==> src/rtl/core/cordic_cos_pkg.sv <==
// Shared types and constants for the CORDIC cosine pipeline.
package cordic_cos_pkg;

  localparam int unsigned ValW     = 20;
  localparam int unsigned AngleW   = 16;
  localparam int unsigned CosW     = 16;
  localparam int unsigned MaxSteps = 16;

  typedef logic signed [ValW-1:0]   val_t;
  typedef logic signed [AngleW-1:0] angle_t;
  typedef logic signed [CosW-1:0]   cos_t;

  localparam val_t GainStart = val_t'(39797);
  localparam val_t QuarterPi = val_t'(51472);
  localparam val_t OutMax    = val_t'(16384);
  localparam val_t RoundHalf = val_t'(2);

  localparam val_t AtanTab [MaxSteps] = '{
    val_t'(51472), val_t'(30386), val_t'(16055), val_t'(8150),
    val_t'(4091),  val_t'(2047),  val_t'(1024),  val_t'(512),
    val_t'(256),   val_t'(128),   val_t'(64),    val_t'(32),
    val_t'(16),    val_t'(8),     val_t'(4),     val_t'(2)
  };

endpackage

==> src/rtl/core/cordic_cosine_top.sv <==
// Pipelined CORDIC cosine: one rotation per register stage, saturated Q1.14 result.
// Each transaction passes the load stage, the rotation stages and the output register.
// Throughput: one transaction per cycle; one pipeline stage per CORDIC rotation.
// A stalled output holds the whole pipeline in place; nothing is dropped.
// Reset (rst_n low, synchronous) clears all valid bits and mode_r to 0.
module cordic_cosine_top #(
  parameter int unsigned ITERATIONS = 10
) (
  input  logic                   clk,
  input  logic                   rst_n,
  input  logic                   in_valid,
  output logic                   in_ready,
  input  cordic_cos_pkg::angle_t in_angle,
  output logic                   out_valid,
  input  logic                   out_ready,
  output cordic_cos_pkg::cos_t   out_cosine,
  input  logic                   cfg_valid,
  output logic                   cfg_ready,
  input  logic                   cfg_data
);
  import cordic_cos_pkg::*;

  localparam int unsigned Steps = (ITERATIONS < MaxSteps) ? ITERATIONS : MaxSteps;

  logic mode_r;
  logic en;
  logic vld_r [Steps+1];
  val_t tgt_r [Steps+1];
  val_t x_r   [Steps+1];
  val_t y_r   [Steps+1];
  val_t z_r   [Steps+1];
  logic out_vld_r;
  cos_t cos_r;
  cos_t cos_nxt;
  val_t xr;
  val_t rs;

  assign en        = !out_vld_r || out_ready;
  assign in_ready  = en;
  assign cfg_ready = 1'b1;
  assign out_valid = out_vld_r;
  assign out_cosine = cos_r;

  always_ff @(posedge clk) begin
    if (!rst_n) begin
      mode_r <= 1'b0;
    end else if (cfg_valid) begin
      mode_r <= cfg_data;
    end
  end

  // load stage: Q3.13 angle to 16 fractional bits
  always_ff @(posedge clk) begin
    if (!rst_n) begin
      vld_r[0] <= 1'b0;
    end else if (en) begin
      vld_r[0] <= in_valid;
    end
  end

  always_ff @(posedge clk) begin
    if (en) begin
      tgt_r[0] <= val_t'(in_angle) <<< 3;
      x_r[0]   <= GainStart;
      y_r[0]   <= '0;
      z_r[0]   <= '0;
    end
  end

  for (genvar i = 0; i < Steps; i++) begin : g_stage
    localparam val_t QpStep = QuarterPi >>> i;
    logic up;
    val_t step;
    val_t xs;
    val_t ys;
    val_t x_nxt;
    val_t y_nxt;
    val_t z_nxt;

    always_comb begin
      up   = z_r[i] > tgt_r[i];
      xs   = x_r[i] >>> i;
      ys   = y_r[i] >>> i;
      step = mode_r ? QpStep : AtanTab[i];
      if (up) begin
        x_nxt = x_r[i] - ys;
        y_nxt = y_r[i] + xs;
        z_nxt = z_r[i] - step;
      end else begin
        x_nxt = x_r[i] + ys;
        y_nxt = y_r[i] - xs;
        z_nxt = z_r[i] + step;
      end
    end

    always_ff @(posedge clk) begin
      if (!rst_n) begin
        vld_r[i+1] <= 1'b0;
      end else if (en) begin
        vld_r[i+1] <= vld_r[i];
      end
    end

    always_ff @(posedge clk) begin
      if (en) begin
        tgt_r[i+1] <= tgt_r[i];
        x_r[i+1]   <= x_nxt;
        y_r[i+1]   <= y_nxt;
        z_r[i+1]   <= z_nxt;
      end
    end
  end

  // round half up to Q1.14 and saturate to plus or minus one
  always_comb begin
    xr = x_r[Steps] + RoundHalf;
    rs = xr >>> 2;
    if (rs > OutMax) begin
      cos_nxt = cos_t'(OutMax);
    end else if (rs < -OutMax) begin
      cos_nxt = cos_t'(-OutMax);
    end else begin
      cos_nxt = rs[CosW-1:0];
    end
  end

  always_ff @(posedge clk) begin
    if (!rst_n) begin
      out_vld_r <= 1'b0;
    end else if (en) begin
      out_vld_r <= vld_r[Steps];
    end
  end

  always_ff @(posedge clk) begin
    if (en) begin
      cos_r <= cos_nxt;
    end
  end

endmodule
==> config.mk <==
export PLATFORM = sky130hd
export DESIGN_NAME = cordic_cosine_top
export DESIGN_NICKNAME = d
export VERILOG_FILES = /design/src/rtl/core/cordic_cos_pkg.sv /design/src/rtl/core/cordic_cosine_top.sv
export SDC_FILE = /design/constraint.sdc
export NUM_CORES = 2
export LEC_CHECK = 0
export BUFFER_PORTS_ARGS = -buffer_cell sky130_fd_sc_hd__buf_2
export CORE_ASPECT_RATIO = 1.75
export CORE_MARGIN = 8
export CORE_UTILIZATION = 47
export CTS_BUF_LIST = sky130_fd_sc_hd__clkbuf_4
export CTS_CLUSTER_DIAMETER = 100
export DETAILED_ROUTE_END_ITERATION = 10
export GPL_ROUTABILITY_DRIVEN = 0
export SLEW_MARGIN = 20
export SYNTH_ARGS = -nofsm -noshare
export SYNTH_HDL_FRONTEND = slang
export SYNTH_SLANG_ARGS = --single-unit
==> constraint.sdc <==
create_clock -name clk -period 92.6 [get_ports clk]
set_clock_uncertainty 0.2 [all_clocks]
set_input_delay 18.52 -clock clk [delete_from_list [all_inputs] [get_ports clk]]
set_output_delay 18.52 -clock clk [all_outputs]
set_load 0.1 [all_outputs]
==> impl_results.md <==
* Drt first pass iters at 7
* # Post-CTS Setup Buffers at 0
* CP max stage cell: buf_2
* Global route overflow at 0
* Synthesis-to-layout area growth at 7.97%
* Root Buffer Master: clkbuf_4
* Min-delay worst type: flip-flop to flip-flop
* Final min period at around 39 ns
* DR WL/cell at approximately 17 microns
* Number of DRC markers in iteration 0 at ~1500
* #FFs+latches synth at a little under 700
* Async SR Flop Fraction at 0%
* Core area at 103000 sq um
* Setup-failing EPs final at 0
* GRT Resource Usage Total at 19.3%
* Commonest non-fill, non-tap cell in the layout: edfxtp_1
* Yosys warnings at 0
* First-pass GRT wire length at about 180000 microns
* Largest net degree at the start of global routing at roughly 190
* CP arrival at 19.88 ns
* Nets at between 5000 and 6000
* Syn Area/Cell at roughly 10 sq um
* Area leader, netlist: edfxtp_1
* Die Area at roughly 120000 sq um
* H-tree Lvls at 4
* Register area at just over 20000 sq um
* Clk Latency, worst-skew pair at 1.13 ns
* Final hold vios at 0
* Share of layout cells above drive strength 1 at approximately 8.6%
* Via count at about 36000
* Post-CTS Hold Fix Bufs at 0
* CTS tree: built
* R2R cell count at 25
* Top_reg_cell synth: edfxtp_1
* Hold Path Depth at 0
* Die X at between 200 and 300 microns
* Post-Syn Area at between 40000 and 50000 sq um
* Worst-path clk slew at 0.06 ns
* DR DRC count at 0
* Crit end category: output pin
* Pin slew with the least headroom to its limit at ~1.1 ns
* Pre-CTS WS at 53.95 ns
* Synth unique cells at 120
* Worst Path Required at 73.88 ns
* Placed instance area at 50600 sq um
* Most used cell, CP: buf_2
* Final worst slack at 54.00 ns
* CTS buffer count at 161
* Non-Filler Instances at 6437
* Worst path cell trace: buf_2 > nor2b_1 > inv_8 > buf_2
* I/O Buffers at 39
* Synthesized instance count at ~4800
* Initial core utilization at a little under half
* Cell area after layout at roughly 53000 sq um
* Antenna Violating Nets Remaining at 0
* Slew headroom at between 20% and 30%
* Cells after DPL at about 6100
* Number of synthesized flops with an enable pin at between 600 and 700
* Fmax at 0.0259 GHz
* Die Ht at roughly 440 microns
* RSZ-0062 raised after global routing: no
* Clock sinks at slightly below 700
* Io pins at just over 40
* Synth top area share at between 40 and 50%
* Setup_tns at 0 ns
* Max Cap Viol at 0
* Routed vias/inst at around 5.6
* Row cnt at about 160
* Vias in the first global route at 37000
* Sequential fraction of the synthesis area at between 40% and 50%
* Worst setup SP type: primary input
* Fin crit share at 41.7%
* Clk buf depth at 3
* Layout fillers at around 9400
* Initial antenna violation count at 2
* Post_cts resized at 0
* Crit path kind: primary input to output pin
* Placed wire-length estimate at roughly 90000 microns
* Most frequent cells in the layout: edfxtp_1 (670), ha_1 (516), nor2_1 (400)
* Multi-input logic area at between 20000 and 30000 sq um
* Fin. max-slew vios at 0
* CP Max Fanout at around 100
* Drt total wl at roughly 110000 microns
* Worst stage delay on the critical path at 0.44 ns
* Status: finished, final reports clean
* Area contributors post-synth: edfxtp_1 (41%), ha_1 (13%), xnor2_1 (7.1%)
Yosys cell counts (8+ instances only):
| master | count |
|---|---|
| a2111oi_0 | 8 |
| a211oi_1 | 53 |
| a21boi_0 | 21 |
| a21o_1 | 118 |
| a21oi_1 | 326 |
| a31o_2 | 12 |
| a31oi_1 | 39 |
| a41o_1 | 9 |
| and2_1 | 28 |
| and3_1 | 65 |
| buf_1 | 20 |
| clkbuf_1 | 86 |
| edfxtp_1 | 670 |
| fa_1 | 19 |
| ha_1 | 516 |
| inv_1 | 333 |
| mux2_2 | 15 |
| mux2i_1 | 52 |
| nand2_1 | 296 |
| nand2b_1 | 36 |
| nand3_1 | 112 |
| nand3b_1 | 11 |
| nand4_1 | 47 |
| nor2_1 | 400 |
| nor2b_1 | 35 |
| nor3_1 | 156 |
| nor3b_1 | 12 |
| nor4_1 | 19 |
| nor4b_1 | 15 |
| o2111ai_1 | 11 |
| o211ai_1 | 27 |
| o21a_1 | 47 |
| o21ai_0 | 240 |
| o21ai_1 | 10 |
| o21bai_1 | 32 |
| o22ai_1 | 10 |
| o31a_1 | 12 |
| o31ai_1 | 54 |
| o41ai_1 | 21 |
| or2_2 | 24 |
| or3_1 | 52 |
| or4_1 | 21 |
| xnor2_1 | 394 |
| xor2_1 | 199 |
final cells by class:
cell class | instances | share of cell area (%)
Clock buffer | 227 | 3.22
Clock inverter | 61 | 0.885
Sequential cell | 673 | 38.2
Tap cell | 1343 | 3.18
Inverter | 334 | 2.39
Multi-Input combinational cell | 3721 | 51.3
Timing Repair Buffer | 68 | 0.829
Antenna cell | 10 | 0.0474
critical path, delay by kind of cell:
| family | cells | cell delay [ns] |
|---|---|---|
| buf+inv | 3 | 0.87 |
| simple gates | 1 | 0.43 |
layer usage:
metal  part of all wire (%)  GRT usage, %  vias to the layer above
met5                      0             0                        -
li1                       -             -                    18200
met2                     59          40.7                      653
met1                     30          14.5                    16800
met3                    2.7          3.09                      415
met4                    7.9          14.5                        0
flip-flops by register name (all words and copies together) (netlist names):
register    cells
mode_r          1
out_cosine     16
out_valid       1
tgt_r         160
vld_r          11
x_r           176
y_r           150
z_r           158
path summary, 6_finish.rpt:
check / start / slack, ns / end
worst max-delay path: out_ready / 54.00 / in_ready
worst min-delay path: tgt_r[0][7] / 0.21 / tgt_r[1][7]
worst max register to register: tgt_r[3][5] / 85.56 / y_r[4][19]
worst min register to register: tgt_r[0][7] / 0.21 / tgt_r[1][7]
through the flow:
stage               utilization, %  hold WS (ns)
floorplan                        -         0.200
global placement              49.1         0.201
detailed placement            49.1         0.205
CTS                           51.2         0.214
global route                  51.2         0.230
finish                        51.2         0.213
cell families after synthesis:
kind of cell	count (synthesis)	share of synthesized area, %
and+or+nand+nor	1368	13.8
AOI/OAI and AO/OA	1154	15.5
buffers and inverters	448	3.47
muxes	68	1.44
other	2	0.0153
adders and majority gates	535	14.0
DFF	673	41.2
xor gates and xnor gates	593	10.6
Power is left out: the tool's default activity adds up to more than one toggle a clock period on the data nets, which glitch-free logic cannot reach.
